## config.mk

```make
export PLATFORM = sky130hd
export DESIGN_NAME = modular_exponentiation_flat
export DESIGN_NICKNAME = d
export VERILOG_FILES = /design/src/sv/mexp_pkg.sv /design/src/sv/mexp_channels.sv /design/src/sv/mexp_mulmod.sv /design/src/sv/modular_exponentiation.sv /design/src/flat_wrapper.sv
export SDC_FILE = /design/constraint.sdc
export NUM_CORES = 1
export LEC_CHECK = 0
export BUFFER_PORTS_ARGS = -buffer_cell sky130_fd_sc_hd__buf_2
export CORE_MARGIN = 2
export CORE_UTILIZATION = 42
export DETAILED_ROUTE_END_ITERATION = 12
export PLACE_DENSITY = 0.63
export SYNTH_ARGS = -nofsm -noshare
export SYNTH_HDL_FRONTEND = slang
export SYNTH_SLANG_ARGS = --single-unit
export TNS_END_PERCENT = 10
```

## constraint.sdc

```tcl
create_clock -name clk -period 8.3 [get_ports clk]
set_clock_uncertainty 0.1 [all_clocks]
set_input_delay 1.245 -clock clk [delete_from_list [all_inputs] [get_ports clk]]
set_output_delay 1.245 -clock clk [all_outputs]
set_load 0.02 [all_outputs]
```

## src/sv/mexp_pkg.sv

```systemverilog
// Shared constants and types of the modular exponentiation block.
`timescale 1ns / 1ps

package mexp_pkg;

  // Width of every payload field and of the modulus register.
  localparam int FIELD_W = 32;

  // Default operand width of the arithmetic.
  localparam int OPERAND_WIDTH_DEF = 32;

  // Modulus after reset.
  localparam logic [FIELD_W-1:0] MODULUS_RESET = 32'd3329;

  // The Fermat inverse raises the base to the modulus less this offset.
  localparam int FERMAT_OFFSET = 2;

  // Action codes.
  localparam logic ACT_EXP = 1'b0;
  localparam logic ACT_INV = 1'b1;

  // Sequencer to multiplier.
  typedef struct packed {
    logic start;
  } mm_ctrl_t;

  // Multiplier to sequencer.
  typedef struct packed {
    logic done;
  } mm_stat_t;

endpackage

```

## src/sv/mexp_channels.sv

```systemverilog
// Valid/ready channel interfaces of the modular exponentiation block.
`timescale 1ns / 1ps

interface mexp_in_if;
  import mexp_pkg::*;

  logic               valid;
  logic               ready;
  logic               action;
  logic [FIELD_W-1:0] base;
  logic [FIELD_W-1:0] exponent;

  modport source (output valid, output action, output base, output exponent, input ready);
  modport sink   (input valid, input action, input base, input exponent, output ready);
endinterface

interface mexp_out_if;
  import mexp_pkg::*;

  logic               valid;
  logic               ready;
  logic [FIELD_W-1:0] result;

  modport source (output valid, output result, input ready);
  modport sink   (input valid, input result, output ready);
endinterface

interface mexp_cfg_if;
  import mexp_pkg::*;

  logic               valid;
  logic               ready;
  logic [FIELD_W-1:0] modulus;

  modport source (output valid, output modulus, input ready);
  modport sink   (input valid, input modulus, output ready);
endinterface

```

## src/sv/mexp_mulmod.sv

```systemverilog
// Interleaved shift-and-add modular multiplier, one multiplier bit per cycle.
`timescale 1ns / 1ps

module mexp_mulmod #(
  parameter int W = mexp_pkg::OPERAND_WIDTH_DEF
) (
  input  logic                clk,
  input  logic                rst_n,
  input  mexp_pkg::mm_ctrl_t  ctrl,
  input  logic [W-1:0]        op_a,
  input  logic [W-1:0]        op_b,
  input  logic [W-1:0]        m,
  output mexp_pkg::mm_stat_t  stat,
  output logic [W-1:0]        r
);
  import mexp_pkg::*;

  localparam int CW = $clog2(W);

  logic [W-1:0]  r_r, a_r, b_r;
  logic [CW-1:0] cnt_r;
  logic          busy_r, done_r;

  logic [W:0]    dbl, sum, m_ext;
  logic [W-1:0]  dbl_red, addend, r_step;

  // One step: r = 2r mod m, then add a mod m when the current bit of b is set.
  always_comb begin
    m_ext   = {1'b0, m};
    dbl     = {r_r, 1'b0};
    dbl_red = (dbl >= m_ext) ? W'(dbl - m_ext) : W'(dbl);
    addend  = b_r[W-1] ? a_r : '0;
    sum     = {1'b0, dbl_red} + {1'b0, addend};
    r_step  = (sum >= m_ext) ? W'(sum - m_ext) : W'(sum);
  end

  always_ff @(posedge clk) begin
    if (!rst_n) begin
      busy_r <= 1'b0;
      done_r <= 1'b0;
    end else begin
      done_r <= busy_r && (cnt_r == '0);
      if (ctrl.start) begin
        busy_r <= 1'b1;
      end else if (busy_r && (cnt_r == '0)) begin
        busy_r <= 1'b0;
      end
    end
  end

  always_ff @(posedge clk) begin
    if (ctrl.start) begin
      r_r   <= '0;
      a_r   <= op_a;
      b_r   <= op_b;
      cnt_r <= CW'(W - 1);
    end else if (busy_r) begin
      r_r   <= r_step;
      b_r   <= {b_r[W-2:0], 1'b0};
      cnt_r <= cnt_r - 1'b1;
    end
  end

  assign stat.done = done_r;
  assign r         = r_r;

endmodule

```

## src/sv/modular_exponentiation.sv

```systemverilog
// Top level of the modular exponentiation block: sequencer, registers and channels.
//
//   Channel  Dir  Handshake        Payload
//   in_ch    in   valid / ready    action, base, exponent
//   out_ch   out  valid / ready    result
//   cfg_ch   in   valid / ready    modulus (always ready)
//
// A new item is only transferred in S_IDLE, once the previous one has left S_DONE.
// The time per item is set by the single shared modular multiplier, which
// consumes one multiplier bit per cycle, and by one pass through S_TEST per
// exponent bit. A zero exponent or a zero modulus goes from the transfer
// straight to S_DONE.
// Reset is synchronous and active low; it sets the modulus to 3329 and idles.
// The result waits in an output register, so a new item may be transferred
// while the previous result still stalls on out_ch; S_DONE only waits while an
// earlier result has not yet been transferred.

`timescale 1ns / 1ps

module modular_exponentiation #(
  parameter int OPERAND_WIDTH = mexp_pkg::OPERAND_WIDTH_DEF
) (
  input  logic        clk,
  input  logic        rst_n,
  mexp_in_if.sink     in_ch,
  mexp_out_if.source  out_ch,
  mexp_cfg_if.sink    cfg_ch
);
  import mexp_pkg::*;

  localparam int W = OPERAND_WIDTH;

  // Sequencer states.
  localparam logic [2:0] S_IDLE = 3'd0;
  localparam logic [2:0] S_RED  = 3'd1;  // base reduced mod m as 1 * base
  localparam logic [2:0] S_TEST = 3'd2;  // look at the lowest exponent bit
  localparam logic [2:0] S_MUL  = 3'd3;  // acc = acc * b mod m
  localparam logic [2:0] S_SQR  = 3'd4;  // b = b * b mod m
  localparam logic [2:0] S_DONE = 3'd5;  // hand acc to the output register

  logic [2:0]         state_r, state_nxt;
  logic [FIELD_W-1:0] modulus_r;
  logic [W-1:0]       e_r, e_nxt;
  logic [W-1:0]       b_r, b_nxt;
  logic [W-1:0]       acc_r, acc_nxt;
  logic               out_valid_r, out_valid_nxt;
  logic [FIELD_W-1:0] result_r, result_nxt;

  logic [W-1:0]       m_w;
  logic [W-1:0]       mm_a, mm_b, mm_r;
  mm_ctrl_t           mm_ctrl;
  mm_stat_t           mm_stat;

  // Users must change the modulus only while idle (unenforced); it is read directly.
  assign m_w = W'(modulus_r);

  mexp_mulmod #(
    .W (W)
  ) u_mulmod (
    .clk   (clk),
    .rst_n (rst_n),
    .ctrl  (mm_ctrl),
    .op_a  (mm_a),
    .op_b  (mm_b),
    .m     (m_w),
    .stat  (mm_stat),
    .r     (mm_r)
  );

  // Right-to-left square and multiply. The final squaring is skipped once no
  // exponent bits remain, since its value would never be used.
  always_comb begin
    state_nxt     = state_r;
    e_nxt         = e_r;
    b_nxt         = b_r;
    acc_nxt       = acc_r;
    mm_ctrl.start = 1'b0;
    mm_a          = acc_r;
    mm_b          = b_r;
    out_valid_nxt = out_valid_r && !out_ch.ready;
    result_nxt    = result_r;

    case (state_r)
      S_IDLE: begin
        if (in_ch.valid) begin
          if (in_ch.action == ACT_INV) begin
            e_nxt = m_w - W'(FERMAT_OFFSET);
          end else begin
            e_nxt = W'(in_ch.exponent);
          end
          acc_nxt = W'(1);
          if (m_w == '0) begin
            // Nothing can be reduced by a zero modulus.
            acc_nxt   = '0;
            state_nxt = S_DONE;
          end else if (e_nxt == '0) begin
            // A zero exponent yields one, left unreduced.
            state_nxt = S_DONE;
          end else begin
            mm_ctrl.start = 1'b1;
            mm_a          = W'(1);
            mm_b          = W'(in_ch.base);
            state_nxt     = S_RED;
          end
        end
      end
      S_RED: begin
        if (mm_stat.done) begin
          b_nxt     = mm_r;
          state_nxt = S_TEST;
        end
      end
      S_TEST: begin
        mm_ctrl.start = 1'b1;
        if (e_r[0]) begin
          mm_a      = acc_r;
          state_nxt = S_MUL;
        end else begin
          mm_a      = b_r;
          state_nxt = S_SQR;
        end
      end
      S_MUL: begin
        if (mm_stat.done) begin
          acc_nxt = mm_r;
          if (e_r[W-1:1] == '0) begin
            state_nxt = S_DONE;
          end else begin
            mm_ctrl.start = 1'b1;
            mm_a          = b_r;
            state_nxt     = S_SQR;
          end
        end
      end
      S_SQR: begin
        if (mm_stat.done) begin
          b_nxt     = mm_r;
          e_nxt     = e_r >> 1;
          state_nxt = S_TEST;
        end
      end
      S_DONE: begin
        if (!out_valid_r || out_ch.ready) begin
          out_valid_nxt = 1'b1;
          result_nxt    = FIELD_W'(acc_r);
          state_nxt     = S_IDLE;
        end
      end
      default: begin
        state_nxt = S_IDLE;
      end
    endcase
  end

  always_ff @(posedge clk) begin
    if (!rst_n) begin
      state_r     <= S_IDLE;
      out_valid_r <= 1'b0;
      modulus_r   <= MODULUS_RESET;
    end else begin
      state_r     <= state_nxt;
      out_valid_r <= out_valid_nxt;
      if (cfg_ch.valid) begin
        modulus_r <= cfg_ch.modulus;
      end
    end
  end

  always_ff @(posedge clk) begin
    e_r      <= e_nxt;
    b_r      <= b_nxt;
    acc_r    <= acc_nxt;
    result_r <= result_nxt;
  end

  assign in_ch.ready   = (state_r == S_IDLE);
  assign out_ch.valid  = out_valid_r;
  assign out_ch.result = result_r;
  assign cfg_ch.ready  = 1'b1;

endmodule

```

## src/flat_wrapper.sv

```systemverilog
// flat-port wrapper written by rule: the top's interface ports become plain ports
module modular_exponentiation_flat import mexp_pkg::*;
#(
  parameter int OPERAND_WIDTH = mexp_pkg::OPERAND_WIDTH_DEF
)
  (clk, rst_n, in_ch_valid, in_ch_action, in_ch_base, in_ch_exponent, in_ch_ready, out_ch_valid, out_ch_result, out_ch_ready, cfg_ch_valid, cfg_ch_modulus, cfg_ch_ready);
  mexp_in_if in_ch_i ();
  mexp_out_if out_ch_i ();
  mexp_cfg_if cfg_ch_i ();
  input  logic clk;
  input  logic rst_n;
  input wire logic [$bits(in_ch_i.valid)-1:0] in_ch_valid;
  input wire logic [$bits(in_ch_i.action)-1:0] in_ch_action;
  input wire logic [$bits(in_ch_i.base)-1:0] in_ch_base;
  input wire logic [$bits(in_ch_i.exponent)-1:0] in_ch_exponent;
  output wire logic [$bits(in_ch_i.ready)-1:0] in_ch_ready;
  output wire logic [$bits(out_ch_i.valid)-1:0] out_ch_valid;
  output wire logic [$bits(out_ch_i.result)-1:0] out_ch_result;
  input wire logic [$bits(out_ch_i.ready)-1:0] out_ch_ready;
  input wire logic [$bits(cfg_ch_i.valid)-1:0] cfg_ch_valid;
  input wire logic [$bits(cfg_ch_i.modulus)-1:0] cfg_ch_modulus;
  output wire logic [$bits(cfg_ch_i.ready)-1:0] cfg_ch_ready;
  assign in_ch_i.valid = in_ch_valid;
  assign in_ch_i.action = in_ch_action;
  assign in_ch_i.base = in_ch_base;
  assign in_ch_i.exponent = in_ch_exponent;
  assign in_ch_ready = in_ch_i.ready;
  assign out_ch_valid = out_ch_i.valid;
  assign out_ch_result = out_ch_i.result;
  assign out_ch_i.ready = out_ch_ready;
  assign cfg_ch_i.valid = cfg_ch_valid;
  assign cfg_ch_i.modulus = cfg_ch_modulus;
  assign cfg_ch_ready = cfg_ch_i.ready;
  modular_exponentiation #(.OPERAND_WIDTH(OPERAND_WIDTH)) u_core (.clk(clk), .rst_n(rst_n), .in_ch(in_ch_i), .out_ch(out_ch_i), .cfg_ch(cfg_ch_i));
endmodule
```

==> results of run 1 <==
cell type report:
class | instances | area share
flip-flops and latches | 267 | 0.369
inverters | 73 | 0.0140
clock inverters | 9 | 0.00642
multi-input cells | 1336 | 0.474
well taps | 525 | 0.0334
repair buffers | 193 | 0.0581
clock buffers | 44 | 0.0449
logic make-up after synthesis:
kind of cell | synth area share
AO/OA/AOI/OAI | 0.181
other | 0.000219
buffers and inverters | 0.0372
XOR/XNOR | 0.0542
adder cells (fa/ha/maj) | 0.0751
multiplexers | 0.0605
AND/OR/NAND/NOR | 0.167
flip-flops | 0.425
sequential cells by signal, summed over array words and instances (netlist names):
| register | cells |
|---|---|
| u_core.acc_r | 32 |
| u_core.b_r | 32 |
| u_core.e_r | 32 |
| u_core.m_w | 32 |
| u_core.out_ch.result | 32 |
| u_core.out_ch.valid | 1 |
| u_core.state_r | 3 |
| u_core.u_mulmod.a_r | 32 |
| u_core.u_mulmod.b_r | 32 |
| u_core.u_mulmod.busy_r | 1 |
| u_core.u_mulmod.cnt_r | 5 |
| u_core.u_mulmod.r | 32 |
| u_core.u_mulmod.stat | 1 |
path summary, 6_finish.rpt:
check	from	to	slack [ns]	cells past startpoint
worst max-delay path	u_core.m_w[10]	u_core.u_mulmod.r[0]	0.46	33
worst min-delay path	u_core.acc_r[26]	u_core.out_ch.result[26]	0.35	0
worst max register to register	u_core.m_w[10]	u_core.u_mulmod.r[0]	0.46	33
worst min register to register	u_core.acc_r[26]	u_core.out_ch.result[26]	0.35	0
cells in the final DEF, fill, tap and decap left out, types with 8 or more instances in the layout:
master,n
edfxtp_1,192
nand2_1,147
buf_2,135
o21ai_0,131
nor2_1,125
a21oi_1,116
ha_1,98
mux2i_1,82
dfxtp_1,74
inv_1,71
xnor2_1,69
buf_4,55
a21o_1,48
and3_1,43
nor2b_1,40
xor2_1,36
and2_1,35
a22o_1,32
clkbuf_16,31
nand3_1,30
a211oi_2,28
nand4_1,23
nor4_1,22
mux2_2,19
nor3_1,18
nand2b_1,15
a31oi_1,15
o31ai_1,13
a211oi_1,12
o211ai_1,12
o21bai_1,11
or3_1,8
clkbuf_8,8
worst max-delay path: cells and delay by family (launching register included):
kind,cells,cell delay [ns]
compound gates,17,3.66
fa+ha+maj,4,1.36
simple gates,6,0.85
buf+inv,4,0.71
flops,1,0.38
mux,1,0.34
xor+xnor,1,0.32
timing repair:
item,CTS,global route
gates resized for setup,0,21
setup buffers,0,8
endpoints found under the setup margin,0,32
layer usage:
| metal | track usage | routed length, microns | up-vias |
|---|---|---|---|
| met2 | 0.376 | 22600 | 466 |
| met4 | 0.0709 | 1380 | 2 |
| met5 | 0 | 11 | - |
| met1 | 0.342 | 23600 | 6830 |
| li1 | - | - | 6792 |
| met3 | 0.0284 | 2860 | 71 |
metrics by stage:
| stage | util | setup WS [ns] | cell area [sq um] | hold slack (ns) | cells |
|---|---|---|---|---|---|
| 2_1_floorplan | - | 0.278 | 17100 | 0.320 | 1759 |
| 3_3_place_gp | 0.463 | 0.271 | 18500 | 0.340 | 2385 |
| 3_5_place_dp | 0.463 | 0.134 | 18500 | 0.336 | 2385 |
| 4_1_cts | 0.488 | 0.0825 | 19500 | 0.351 | 2438 |
| 5_1_grt | 0.492 | -0.0240 | 19700 | 0.370 | 2447 |
| 6_report | 0.492 | 0.461 | 19700 | 0.347 | 2447 |
==> reports/summary.txt, run 1 <==
Run status: finished clean
Via Count: 14200
Critical Path RT: 8.69 ns
Final Setup Violations: 0
Port bufs: 135
Final hold vios: 0
Antenna-violating nets left: 0
Clk buf depth: 3
Initial antenna violation count: 1
Root Driver: clkbuf_16
Post-DP HPWL: 37500 microns
Clk sinks: 267
Max-slew headroom: 0.234
Clk pin slew, worst setup/hold paths: 0.07 ns
Num CTS Buffers: 29
Die Area: 42400 sq um
Fillers: 3765
Worst setup SP type: flop
Slowest CP cell: fa_1
Setup tns final: 0 ns
I/O Pins: 137
Drc violations: 0
Final period utilization: 0.944
DRT iter0 DRCs: 1072
First-pass detailed-route iteration total: 5
Min Tclk post-route: 7.84 ns
Aggregate global routing overflow: 0
Count leader, synth: edfxtp_1
YS warnings: 0
Synth top area share: 0.337
Cts hold-fix bufs: 0
Slowest cell delay on critical path: 0.43 ns
H-tree Lvls: 1
Total core area: 40000 sq um
Fin. max-slew vios: 0
Synth Instances: 1759
Most used flip-flop cell after synthesis: edfxtp_1
Area contributors post-synth: edfxtp_1 34%, dfxtp_1 8.8%, ha_1 7.2%
Leading area contributor after synthesis: edfxtp_1
Syn_nets: 1962
Antenna diode count: 0
Crit end category: flop
Clock Latency Late Sink: 0.57 ns
FP Rows: 73
First-pass GRT wire length: 78500 microns
Ratio of routed vias to standard cells: 5.79
Register area share after synthesis: 0.425
Initial Utilization: 0.428
Largest net degree at the start of global routing: 65
Overall Global Routing Usage: 0.238
Worst slew pin tran: 1.15 ns
Critical path peak fanout: 13
GP Congestion: 0.994
Die span in y: 206 microns
Post-synth top cells: 192 x edfxtp_1, 147 x nand2_1, 135 x o21ai_0
Avg WL per Cell: 20.6 microns
EDFF count, synth: 192
CP arrival: 8.22 ns
Footprint of the multi-input gates: 9340 sq um
Max Cap Viol: 0
Die width: 206 microns
Hold Path Class: reg -> reg
Post-Synthesis Cell Area: 17100 sq um
Yosys cell types: 75
CTS tree: built
Fraction of layout cells with a size suffix above 1: 0.168
Peak Freq: 128 MHz
Share of synthesized registers carrying an async set or reset: 0
Vias in the first global route: 13800
Synth Area per Inst: 9.73 sq um
Layout Nets: 2103
Routed WL: 50300 microns
Flops & latches, synth: 267
Sequential cell area: 7270 sq um
Setup CP Type: reg -> reg
Layout area overhead: 15.0%
Power of run 1 is not shown: default switching activity piles up to over one toggle a cycle in this logic, so the estimate is an artifact.
==> run 2: changes to the inputs <==
--- a/config.mk
+++ b/config.mk
@@ -6,10 +6,11 @@
 export NUM_CORES = 1
 export LEC_CHECK = 0
 export BUFFER_PORTS_ARGS = -buffer_cell sky130_fd_sc_hd__buf_2
+export CAP_MARGIN = 30
 export CORE_MARGIN = 2
 export CORE_UTILIZATION = 42
 export DETAILED_ROUTE_END_ITERATION = 12
-export PLACE_DENSITY = 0.63
+export REMOVE_ABC_BUFFERS = 1
 export SYNTH_ARGS = -nofsm -noshare
 export SYNTH_HDL_FRONTEND = slang
 export SYNTH_SLANG_ARGS = --single-unit
==> run 2 against run 1 <==
Via count down 1.0%. Critical path depth unchanged. Non-clock buffer count rose by 16. Routed wire length increased by 3.2%. Global-route usage increased by 0.59 points. Utilization rose by 0.33 points. First-iteration DRC count down 12%. Die area unchanged. Final area increased by 0.67%. Register-to-register slack lost 0.09 ns. Maximum frequency down 1.2%.
==> reports/summary.txt, run 2 (synthesized netlist as in run 1, its figures left out) <==
Overall Global Routing Usage: 0.244
First-pass GRT wire length: 79800 microns
CTS tree: built
Max-slew headroom: 0.380
Ratio of routed vias to standard cells: 5.68
Critical path peak fanout: 8
Final Setup Violations: 0
Clk sinks: 267
GP Congestion: 0.953
Final worst setup slack: 0.367 ns
R2R setup slack: 0.37 ns
Vias in the first global route: 13700
Fin. max-slew vios: 0
Final period utilization: 0.956
Port bufs: 135
Drc violations: 0
Peak Freq: 126 MHz
H-tree Lvls: 1
Die span in y: 206 microns
Slowest cell delay on critical path: 0.43 ns
Setup tns final: 0 ns
Commonest non-fill, non-tap cell in the layout: edfxtp_1
R2R cell count: 33
Initial antenna violation count: 0
FP Rows: 73
Die width: 206 microns
Final hold vios: 0
Largest net degree at the start of global routing: 65
Clk buf depth: 3
Fraction of layout cells with a size suffix above 1: 0.171
Root Driver: clkbuf_16
Setup CP Type: reg -> reg
Most frequent cells in the layout: 192 x edfxtp_1, 147 x nand2_1, 135 x buf_2
Post-DP HPWL: 38300 microns
Layout area overhead: 15.8%
Reg-to-reg critical path startpoint: u_core.m_w[10]
Total core area: 40000 sq um
Hold Path Class: reg -> reg
Routed WL: 52000 microns
Via Count: 14000
DP Worst Slack: 0.209 ns
RR Endpoint: u_core.u_mulmod.r[0]
Worst setup endpoint: u_core.u_mulmod.r[0]
Antenna diode count: 0
Layout Nets: 2121
Worst Hold Slack: 0.344 ns
Antenna-violating nets left: 0
Run status: finished clean
Die Area: 42400 sq um
I/O Pins: 137
Worst slew pin tran: 0.930 ns
Avg WL per Cell: 21.1 microns
Initial Utilization: 0.428
Worst hold path depth: 0
Worst setup SP type: flop
CP arrival: 8.35 ns
Slowest CP cell: fa_1
DRT iter0 DRCs: 945
Clock Latency Late Sink: 0.59 ns
Crit end category: flop
First-pass detailed-route iteration total: 6
Min Tclk post-route: 7.93 ns
Critical Path RT: 8.72 ns
Aggregate global routing overflow: 0
Max Cap Viol: 0
Clk pin slew, worst setup/hold paths: 0.06 ns
Crit path from: u_core.m_w[10]
Num CTS Buffers: 31
## run 2: worst min path at each step
stage / end / from / slack, ns
3_3_place_gp: u_core.out_ch.result[17] / u_core.acc_r[17] / 0.33
3_5_place_dp: u_core.out_ch.result[17] / u_core.acc_r[17] / 0.34
6_report: u_core.out_ch.result[17] / u_core.acc_r[17] / 0.34
4_1_cts: u_core.out_ch.result[17] / u_core.acc_r[17] / 0.35
5_1_grt: u_core.out_ch.result[17] / u_core.acc_r[17] / 0.37
2_1_floorplan: u_core.out_ch.result[0] / u_core.acc_r[0] / 0.32
## run 2: routing by layer
layer	track usage	part of all wire	vias up
met2	0.398	0.45	425
met3	0.0304	0.056	61
met5	0	0	-
li1	-	-	6837
met4	0.0551	0.024	0
met1	0.346	0.47	6696
## run 2: cell type report
class                   instances  area, sq um
clock inverters                18          201
inverters                      73          277
fillers                      3819        20200
flip-flops and latches        267         7270
repair buffers                209         1300
well taps                     525          657
multi-input cells            1336         9310
clock buffers                  39          806
## run 2: stage by stage
stage	area, sq um	util	instances
2_1_floorplan	16800	-	1676
3_3_place_gp	18600	0.466	2402
3_5_place_dp	18700	0.467	2403
4_1_cts	19700	0.492	2460
5_1_grt	19800	0.495	2467
6_report	19800	0.495	2467
## run 2: worst max-delay path: cells and delay by family, from the launching register on
| kind | cells | cell delay (ns) |
|---|---|---|
| AOI/OAI and AO/OA | 17 | 3.79 |
| xor gates and xnor gates | 1 | 0.32 |
| adders and majority gates | 4 | 1.38 |
| buffers and inverters | 4 | 0.72 |
| DFF | 1 | 0.39 |
| muxes | 1 | 0.33 |
| and+or+nand+nor | 6 | 0.80 |
## run 2: what timing repair did
action / 4_1_cts / 5_1_grt
gates resized for setup: 0 / 11
setup endpoints to repair: 0 / 32
hold buffers: 0 / 0
hold endpoints to repair: 0 / 0
setup buffers: 0 / 5
Power of run 2 is left out for the same reason.
